## config.mk

```make
export PLATFORM = sky130hd
export DESIGN_NAME = epoch_seconds_to_calendar_date
export DESIGN_NICKNAME = d
export VERILOG_FILES = /design/src/rtl/ectd_pkg.sv /design/src/rtl/ectd_dp.sv /design/src/rtl/ectd_ctrl.sv /design/src/rtl/epoch_seconds_to_calendar_date.sv
export SDC_FILE = /design/constraint.sdc
export NUM_CORES = 1
export LEC_CHECK = 0
export ABC_AREA = 1
export BUFFER_PORTS_ARGS = -buffer_cell sky130_fd_sc_hd__buf_2
export CORE_MARGIN = 3
export CORE_UTILIZATION = 30
export DETAILED_ROUTE_END_ITERATION = 10
export GPL_TIMING_DRIVEN = 0
export HOLD_SLACK_MARGIN = 0.08
export PLACE_DENSITY_LB_ADDON = 0.12
export SYNTH_ARGS = -nofsm -noshare
export SYNTH_HDL_FRONTEND = slang
export SYNTH_HIERARCHICAL = 1
export SYNTH_SLANG_ARGS = --single-unit
```

## constraint.sdc

```tcl
create_clock -name clock -period 19.9 [get_ports clock]
set_clock_uncertainty 0.2 [all_clocks]
set_input_delay 0.995 -clock clock [delete_from_list [all_inputs] [get_ports clock]]
set_output_delay 0.995 -clock clock [all_outputs]
set_load 0.005 [all_outputs]
```

## src/rtl/ectd_pkg.sv

```systemverilog
// ectd_pkg: shared types and constants for the epoch-seconds-to-date converter.
// No dependencies; imported by the controller, the datapath and the top level.
`timescale 1ns / 1ps
`default_nettype none

package ectd_pkg;

   // epoch day count fits in 16 bits (max 49710)
   localparam int unsigned EpochWidth = 32;
   localparam int unsigned DaysWidth  = 16;

   // reciprocal divider: quotient step, then remainder step
   localparam int unsigned DivCntWidth = 1;
   localparam logic [DivCntWidth-1:0] DIV_LAST = 1'd1;

   localparam logic [5:0] SECONDS_PER_MINUTE = 6'd60;
   localparam logic [5:0] MINUTES_PER_HOUR   = 6'd60;
   localparam logic [5:0] HOURS_PER_DAY      = 6'd24;

   localparam logic [7:0] EPOCH_YEAR_OFS = 8'd70;   // 1970 - 1900
   localparam logic [3:0] LAST_MONTH     = 4'd11;

   typedef enum logic [2:0] {
      ST_IDLE,
      ST_DIV_SEC,
      ST_DIV_MIN,
      ST_DIV_HOUR,
      ST_YEARS,
      ST_MONTHS,
      ST_FINISH
   } ctrl_state_type;

   // which field takes the divider remainder at the end of a pass
   typedef enum logic [1:0] {
      FLD_SEC,
      FLD_MIN,
      FLD_HOUR
   } div_field_type;

   typedef struct packed {
      logic          load_input;
      logic          div_step;
      logic          div_last;
      div_field_type div_field;
      logic          year_step;
      logic          month_step;
      logic          load_rsp;
   } dp_cmd_type;

   typedef struct packed {
      logic year_last;
      logic month_last;
   } dp_status_type;

endpackage : ectd_pkg

`default_nettype wire

```

## src/rtl/ectd_dp.sv

```systemverilog
// ectd_dp: datapath of the converter - shared reciprocal-multiply divider, year
// and month subtractors, weekday fold and result register. Depends on ectd_pkg.
`timescale 1ns / 1ps
`default_nettype none

module ectd_dp
   import ectd_pkg::*;
(
   input  wire logic                  clock,
   input  wire dp_cmd_type            cmd,
   output dp_status_type              status,
   input  wire logic [EpochWidth-1:0] req_epoch_seconds,
   output logic [5:0]                 rsp_second,
   output logic [5:0]                 rsp_minute,
   output logic [4:0]                 rsp_hour,
   output logic [7:0]                 rsp_years_since_1900,
   output logic [3:0]                 rsp_month,
   output logic [4:0]                 rsp_day_of_month,
   output logic [2:0]                 rsp_weekday,
   output logic [8:0]                 rsp_day_of_year
);

   localparam logic [7:0] YOFS_1900 = 8'd0;
   localparam logic [7:0] YOFS_2100 = 8'd200;

   // x/60 = (x>>2)/15 and x/24 = (x>>3)/3, each by a reciprocal multiply
   localparam logic [31:0] RECIP_15 = 32'h8888_8889;   // ceil(2^35 / 15)
   localparam logic [31:0] RECIP_3  = 32'hAAAA_AAAB;   // ceil(2^33 / 3)

   // Gregorian rule on 1900 + y: 1900 and 2100 are the only non-leap
   // multiples of four in the 8-bit offset range; 2000 is leap.
   function automatic logic is_leap(input logic [7:0] y);
      is_leap = (y[1:0] == 2'd0) && (y != YOFS_1900) && (y != YOFS_2100);
   endfunction

   function automatic logic [8:0] year_len(input logic [7:0] y);
      year_len = is_leap(y) ? 9'd366 : 9'd365;
   endfunction

   function automatic logic [4:0] month_len(input logic [3:0] m, input logic leap);
      logic [4:0] len;
      case (m)
         4'd1:                    len = leap ? 5'd29 : 5'd28;
         4'd3, 4'd5, 4'd8, 4'd10: len = 5'd30;
         default:                 len = 5'd31;
      endcase
      month_len = len;
   endfunction

   // x mod 7 by folding octal digits (8 = 1 mod 7)
   function automatic logic [2:0] mod7(input logic [16:0] x);
      logic [5:0] s1;
      logic [3:0] s2;
      s1 = {3'd0, x[2:0]} + {3'd0, x[5:3]} + {3'd0, x[8:6]} + {3'd0, x[11:9]}
         + {3'd0, x[14:12]} + {4'd0, x[16:15]};
      s2 = {1'b0, s1[5:3]} + {1'b0, s1[2:0]};
      mod7 = (s2 >= 4'd7) ? 3'(s2 - 4'd7) : s2[2:0];
   endfunction

   // ---------------- divider ----------------
   // first step of a pass registers the quotient, second step takes the
   // remainder from its low bits (remainder < 64, so 6-bit math suffices)
   logic [EpochWidth-1:0] div_num_ff;   // dividend of the current pass
   logic [EpochWidth-1:0] div_quo_ff;   // quotient of the current pass
   logic [5:0]            divisor;
   logic [31:0]           mul_a, mul_b;
   logic [63:0]           mul_p;
   logic [EpochWidth-1:0] div_quo_in;
   logic [11:0]           quo_x_div;
   logic [5:0]            div_rem;

   always_comb begin
      divisor    = (cmd.div_field == FLD_HOUR) ? HOURS_PER_DAY : SECONDS_PER_MINUTE;
      mul_a      = (cmd.div_field == FLD_HOUR) ? {3'd0, div_num_ff[EpochWidth-1:3]}
                                               : {2'd0, div_num_ff[EpochWidth-1:2]};
      mul_b      = (cmd.div_field == FLD_HOUR) ? RECIP_3 : RECIP_15;
      mul_p      = 64'(mul_a) * 64'(mul_b);
      div_quo_in = (cmd.div_field == FLD_HOUR) ? {1'b0, mul_p[63:33]}
                                               : {3'd0, mul_p[63:35]};
      quo_x_div  = {6'd0, div_quo_ff[5:0]} * {6'd0, divisor};
      div_rem    = 6'(div_num_ff[5:0] - quo_x_div[5:0]);
   end

   // ---------------- calendar ----------------
   logic [DaysWidth-1:0] day_rem_ff;
   logic [7:0]           yoff_ff;
   logic [8:0]           yday_ff;
   logic [3:0]           mon_ff;
   logic [5:0]           sec_ff;
   logic [5:0]           min_ff;
   logic [4:0]           hour_ff;
   logic [2:0]           wday_ff;

   logic [8:0]           len0, len1;
   logic [9:0]           len01;
   logic                 take1, take2;
   logic [DaysWidth-1:0] rem_sub0, rem_sub01, rem_subm;
   logic [4:0]           mlen;
   logic [16:0]          days_ofs;

   always_comb begin
      len0      = year_len(yoff_ff);
      len1      = year_len(8'(yoff_ff + 8'd1));
      len01     = {1'b0, len0} + {1'b0, len1};
      take2     = day_rem_ff >= {6'd0, len01};
      take1     = day_rem_ff >= {7'd0, len0};
      rem_sub0  = day_rem_ff - {7'd0, len0};
      rem_sub01 = day_rem_ff - {6'd0, len01};
      mlen      = month_len(mon_ff, is_leap(yoff_ff));
      rem_subm  = day_rem_ff - {11'd0, mlen};
      days_ofs  = {1'b0, div_quo_ff[DaysWidth-1:0]} + 17'd4;   // epoch day is Thursday

      status.year_last  = !take2;
      status.month_last = (mon_ff == LAST_MONTH) || (day_rem_ff < {11'd0, mlen});
   end

   always_ff @(posedge clock) begin
      if (cmd.load_input) begin
         div_num_ff <= req_epoch_seconds;
      end else if (cmd.div_step) begin
         if (!cmd.div_last) begin
            div_quo_ff <= div_quo_in;
         end else begin
            div_num_ff <= div_quo_ff;
            case (cmd.div_field)
               FLD_SEC: sec_ff <= div_rem;
               FLD_MIN: min_ff <= div_rem;
               FLD_HOUR: begin
                  hour_ff    <= div_rem[4:0];
                  day_rem_ff <= div_quo_ff[DaysWidth-1:0];
                  yoff_ff    <= EPOCH_YEAR_OFS;
                  wday_ff    <= mod7(days_ofs);
               end
               default: ;
            endcase
         end
      end

      if (cmd.year_step) begin
         if (take2) begin
            day_rem_ff <= rem_sub01;
            yoff_ff    <= 8'(yoff_ff + 8'd2);
         end else begin
            mon_ff <= '0;
            if (take1) begin
               day_rem_ff <= rem_sub0;
               yoff_ff    <= 8'(yoff_ff + 8'd1);
               yday_ff    <= rem_sub0[8:0];
            end else begin
               yday_ff <= day_rem_ff[8:0];
            end
         end
      end

      if (cmd.month_step && !status.month_last) begin
         day_rem_ff <= rem_subm;
         mon_ff     <= 4'(mon_ff + 4'd1);
      end

      if (cmd.load_rsp) begin
         rsp_second           <= sec_ff;
         rsp_minute           <= min_ff;
         rsp_hour             <= hour_ff;
         rsp_years_since_1900 <= yoff_ff;
         rsp_month            <= mon_ff;
         rsp_day_of_month     <= 5'(day_rem_ff[4:0] + 5'd1);
         rsp_weekday          <= wday_ff;
         rsp_day_of_year      <= yday_ff;
      end
   end

endmodule : ectd_dp

`default_nettype wire

```

## src/rtl/ectd_ctrl.sv

```systemverilog
// ectd_ctrl: sequencing state machine and result-valid flag of the converter.
// Depends on ectd_pkg; drives the ectd_dp command struct.
`timescale 1ns / 1ps
`default_nettype none

module ectd_ctrl
   import ectd_pkg::*;
(
   input  wire logic          clock,
   input  wire logic          reset,
   input  wire logic          req_valid,
   output logic               req_stall,
   output logic               rsp_valid,
   input  wire logic          rsp_stall,
   output dp_cmd_type         cmd,
   input  wire dp_status_type status
);

   ctrl_state_type         state_ff, state_in;
   logic [DivCntWidth-1:0] cnt_ff, cnt_in;
   logic                   rsp_valid_ff, rsp_valid_in;
   logic                   can_load;
   logic                   cnt_end;

   assign can_load  = !rsp_valid_ff || !rsp_stall;
   assign cnt_end   = (cnt_ff == DIV_LAST);
   assign req_stall = (state_ff != ST_IDLE);
   assign rsp_valid = rsp_valid_ff;

   // next state
   always_comb begin
      state_in = state_ff;
      unique case (state_ff)
         ST_IDLE:     if (req_valid) state_in = ST_DIV_SEC;
         ST_DIV_SEC:  if (cnt_end) state_in = ST_DIV_MIN;
         ST_DIV_MIN:  if (cnt_end) state_in = ST_DIV_HOUR;
         ST_DIV_HOUR: if (cnt_end) state_in = ST_YEARS;
         ST_YEARS:    if (status.year_last) state_in = ST_MONTHS;
         ST_MONTHS:   if (status.month_last) state_in = ST_FINISH;
         ST_FINISH:   if (can_load) state_in = ST_IDLE;
         default:     state_in = ST_IDLE;
      endcase
   end

   // outputs
   always_comb begin
      cmd       = '0;
      cmd.div_field = FLD_SEC;
      cnt_in    = '0;
      unique case (state_ff)
         ST_IDLE: cmd.load_input = req_valid;
         ST_DIV_SEC, ST_DIV_MIN, ST_DIV_HOUR: begin
            cmd.div_step = 1'b1;
            cmd.div_last = cnt_end;
            cnt_in       = DivCntWidth'(cnt_ff + 1'b1);
            if (state_ff == ST_DIV_MIN)  cmd.div_field = FLD_MIN;
            if (state_ff == ST_DIV_HOUR) cmd.div_field = FLD_HOUR;
         end
         ST_YEARS:  cmd.year_step  = 1'b1;
         ST_MONTHS: cmd.month_step = 1'b1;
         ST_FINISH: cmd.load_rsp   = can_load;
         default: ;
      endcase
      rsp_valid_in = cmd.load_rsp || (rsp_valid_ff && rsp_stall);
   end

   always_ff @(posedge clock) begin
      if (reset) begin
         state_ff     <= ST_IDLE;
         cnt_ff       <= '0;
         rsp_valid_ff <= 1'b0;
      end else begin
         state_ff     <= state_in;
         cnt_ff       <= cnt_in;
         rsp_valid_ff <= rsp_valid_in;
      end
   end

endmodule : ectd_ctrl

`default_nettype wire

```

## src/rtl/epoch_seconds_to_calendar_date.sv

```systemverilog
// epoch_seconds_to_calendar_date: top level, Unix seconds to UTC calendar date.
// Depends on ectd_pkg, ectd_ctrl and ectd_dp.
//
// Takes an unsigned 32-bit count of seconds since 1970-01-01 00:00:00 UTC on the
// req_ channel and returns one rsp_ transaction with the UTC breakdown: second,
// minute, hour, years since 1900, month (0 = January), day of month (from 1),
// weekday (0 = Sunday) and day of year (0 = January 1), Gregorian leap rules on
// the full year. One transaction is in work at a time; req_stall is high from
// acceptance until the result is loaded into the output register. A finished
// result waits there while the next transaction is accepted and processed.
// From acceptance to rsp_valid the work runs through a shared reciprocal-multiply
// divider in three passes (by 60, by 60, by 24), each a quotient step and a
// remainder step, then the year loop, which retires up to two years per cycle,
// then the month loop, one month per cycle, and last the load of the output
// register. The next transaction can be accepted in the cycle after that load;
// while the output register still holds an unaccepted result, that load waits.
// The year and month loops are what make latency depend on the date. No reset
// sweep is needed.
`timescale 1ns / 1ps
`default_nettype none

module epoch_seconds_to_calendar_date
   import ectd_pkg::*;
(
   input  wire logic                  clock,
   input  wire logic                  reset,
   // request channel
   input  wire logic                  req_valid,
   output logic                       req_stall,
   input  wire logic [EpochWidth-1:0] req_epoch_seconds,
   // response channel
   output logic                       rsp_valid,
   input  wire logic                  rsp_stall,
   output logic [5:0]                 rsp_second,
   output logic [5:0]                 rsp_minute,
   output logic [4:0]                 rsp_hour,
   output logic [7:0]                 rsp_years_since_1900,
   output logic [3:0]                 rsp_month,
   output logic [4:0]                 rsp_day_of_month,
   output logic [2:0]                 rsp_weekday,
   output logic [8:0]                 rsp_day_of_year
);

   dp_cmd_type    cmd;
   dp_status_type status;

   // controller: sequences divider passes, year and month loops, result load
   ectd_ctrl u_ctrl (
      .clock     (clock),
      .reset     (reset),
      .req_valid (req_valid),
      .req_stall (req_stall),
      .rsp_valid (rsp_valid),
      .rsp_stall (rsp_stall),
      .cmd       (cmd),
      .status    (status)
   );

   // datapath: all arithmetic and the output register
   ectd_dp u_dp (
      .clock                (clock),
      .cmd                  (cmd),
      .status               (status),
      .req_epoch_seconds    (req_epoch_seconds),
      .rsp_second           (rsp_second),
      .rsp_minute           (rsp_minute),
      .rsp_hour             (rsp_hour),
      .rsp_years_since_1900 (rsp_years_since_1900),
      .rsp_month            (rsp_month),
      .rsp_day_of_month     (rsp_day_of_month),
      .rsp_weekday          (rsp_weekday),
      .rsp_day_of_year      (rsp_day_of_year)
   );

endmodule : epoch_seconds_to_calendar_date

`default_nettype wire

```

==> flow_summary.toml <==
[detailed_routing]
routed_wl_um = 87800
drt_iter0_drc = 1107
viasPerCell = 4.76
wl_per_cell_um = 21.4
drt.antenna.violating_nets = 0
vias = 19500
drc = 0
firstDrtPassIters = 5

[timing]
fin_crit_sh = 0.527
tns_ps = 0
rsz0062_at_grt = "false"
slew_viol_final = 0
period_minus_slack_ps = 10500
setup_viol = 0
finalHoldViolations = 0
worst_pin_slew_ps = 1250
max_freq_ghz = 0.0953
relSlewSlack = 0.166

[grt]
met1_usage = 0.280
gr-max-usage-layer = "met2"
met2_usage = 0.375
grt_use_total = 0.213
antenna_found_initial = 1
grt_max_degree = 33
grt.overflow.total = 0
grt_use_met3 = 0.0185
grt_pass1_wl_um = 130000
grt_pass1_vias = 20600

[finish]
layout.nets = 3672
drive_above_1_share = 0.0661
antennaDiodeCount = 0
nFillCells = 8453
area_growth_pct = 10.0

[synthesis]
synth_area_leaders = "fa_1 20%, ha_1 18%, edfxtp_1 18%"
ys.flop_type = "edfxtp_1"
post-synth-top-area-cell = "fa_1"
synth_area_per_cell_um2 = 8.17
yosys_warnings = 6
syn_inst = 2934
yosysMostFrequentCell = "inv_1"
syn-cell-area_mm2 = 0.0240
synth_commonest_cells = "605 x inv_1, 546 x nand2_1, 352 x ha_1"
synth_top_area_share = 0.203
yosysUniqueCellTypes = 60
synth-edff-count = 141
ys_ff_latch = 169
synth_async_sr_flop_share = 0
ys_seq_area_frac = 0.200

[cts]
cts_setup_buffers = 0
cts_hold_buf = 0
clock_sinks = 169
cts_tree = "yes"
htreeDepth = 4
clockRootBuffer = "clkbuf_16"
clock_latency_ps = 470
cts_max_path_buffers = 2
cts.clk_slew.worst_paths_ps = 70
cts_resized = 0
cts_buffers = 17

[worst_setup_path]
crit_fanout = 10
rr_worst_depth = 35
crit_type = "flip-flop to flip-flop"
r2r_setup_slack_ps = 9400
crit_buf_inv = 14
worstSetupStartpointType = "flip-flop"
crit_required_ps = 19860
slowest_delay_ps = 880
r2r-start = "u_ctrl/state_ff[2]$_SDFFE_PP0P_"
critPathArrivalTime_ps = 10460
end_kind = "flip-flop"
rr_endpoint = "u_dp/div_quo_ff[14]$_DFFE_PP_"
cp_common_cell = "inv_1"
slowest_stage = "clkbuf_1"
crit_family = "adder cells"

[floorplanning]
coreArea_mm2 = 0.0791
num_rows = 103
start_util = 0.303
chipHeight_um = 289
ioPinCount = 84
die_x_um = 289
die_area_mm2 = 0.0834

[min_path]
min_to = "u_dp/rsp_weekday[0]$_DFFE_PP_"
worstHoldStart = "u_dp/wday_ff[0]$_DFFE_PP_"
min_path_cells = 0
holdCritPathClass = "flip-flop to flip-flop"

[placed_design]
gp_congestion = 0.955
hpwl_um = 77400
portBuffers = 83

[job]
maxCapViolations = 0

[status]
status = "completed"
-- registers in the layout, summed over array words and instances (netlist names), 3 cells and up --
register,flops
u_ctrl/state_ff,3
u_dp/day_rem_ff,16
u_dp/div_num_ff,32
u_dp/div_quo_ff,29
u_dp/hour_ff,5
u_dp/min_ff,6
u_dp/mon_ff,4
u_dp/rsp_day_of_month,5
u_dp/rsp_day_of_year,9
u_dp/rsp_hour,5
u_dp/rsp_minute,6
u_dp/rsp_month,4
u_dp/rsp_second,6
u_dp/rsp_weekday,3
u_dp/rsp_years_since_1900,8
u_dp/sec_ff,6
u_dp/wday_ff,3
u_dp/yday_ff,9
u_dp/yoff_ff,8
-- layout by cell type (no fill, tap or decap), types with 5 or more instances in the layout --
cell / instances
a21o_1: 17
a21oi_1: 118
buf_2: 93
buf_4: 5
buf_6: 7
clkbuf_1: 29
clkbuf_16: 17
dfxtp_1: 28
edfxtp_1: 141
fa_1: 243
ha_1: 352
inv_1: 605
inv_2: 13
inv_8: 6
nand2_1: 545
nand2_2: 12
nand3_1: 161
nand3_2: 7
nand3b_1: 11
nand4_1: 21
nor2_1: 228
nor2_2: 5
nor3_1: 30
o21a_1: 6
o21ai_0: 150
o21ai_1: 5
o21bai_1: 31
or2_2: 7
xnor2_1: 24
xor2_1: 65
-- worst max-delay path by stage --
| stage | slack [ps] | startpoint | to | cells after the start |
|---|---|---|---|---|
| after floorplan | 12340 | u_ctrl/state_ff[0]$_SDFFE_PP0P_ | u_dp/div_quo_ff[19]$_DFFE_PP_ | 35 |
| after global placement | 9470 | u_ctrl/state_ff[2]$_SDFFE_PP0P_ | u_dp/div_quo_ff[17]$_DFFE_PP_ | 35 |
| after detailed placement | 9460 | u_ctrl/state_ff[2]$_SDFFE_PP0P_ | u_dp/div_quo_ff[22]$_DFFE_PP_ | 33 |
| after CTS | 9410 | u_ctrl/state_ff[2]$_SDFFE_PP0P_ | u_dp/div_quo_ff[22]$_DFFE_PP_ | 33 |
| after global routing | 8930 | u_ctrl/state_ff[2]$_SDFFE_PP0P_ | u_dp/div_quo_ff[19]$_DFFE_PP_ | 35 |
| final | 9400 | u_ctrl/state_ff[2]$_SDFFE_PP0P_ | u_dp/div_quo_ff[14]$_DFFE_PP_ | 35 |
-- cell families after synthesis --
kind of cell,after synthesis,share of synthesized area
xor+xnor,89,0.0325
mux,1,0.000470
buf+inv,673,0.109
other cells,2,0.000313
flops,169,0.200
fa+ha+maj,595,0.387
simple gates,1055,0.190
compound gates,350,0.0821
-- stage by stage --
stage / util / setup slack (ps) / hold WS [ps] / instances / area [µm²]
after floorplan: - / 12340 / 200 / 2935 / 24000
after global routing: 0.333 / 8930 / 228 / 4104 / 26400
final: 0.333 / 9400 / 222 / 4104 / 26400
after detailed placement: 0.326 / 9460 / 206 / 4072 / 25800
after global placement: 0.325 / 9470 / 203 / 4068 / 25700
after CTS: 0.333 / 9410 / 225 / 4104 / 26400
-- final cells by class --
class / count / area [µm²] / share of cell area
inverter: 620 / 2330 / 0.0882
sequential: 169 / 4790 / 0.182
clock inverter: 15 / 155 / 0.00588
buffer: 53 / 275 / 0.0104
timing repair buffer: 87 / 482 / 0.0183
tap: 1050 / 1310 / 0.0498
clock buffer: 17 / 425 / 0.0161
multi-input combinational: 2093 / 16600 / 0.630
-- layer usage --
metal	vias up	part of all wire
met2	461	0.49
met5	-	0
met1	9455	0.45
met3	86	0.032
li1	9536	-
met4	0	0.028
Power is not shown: default switching activity piles up to over one toggle a cycle in this logic, so the estimate is an artifact.
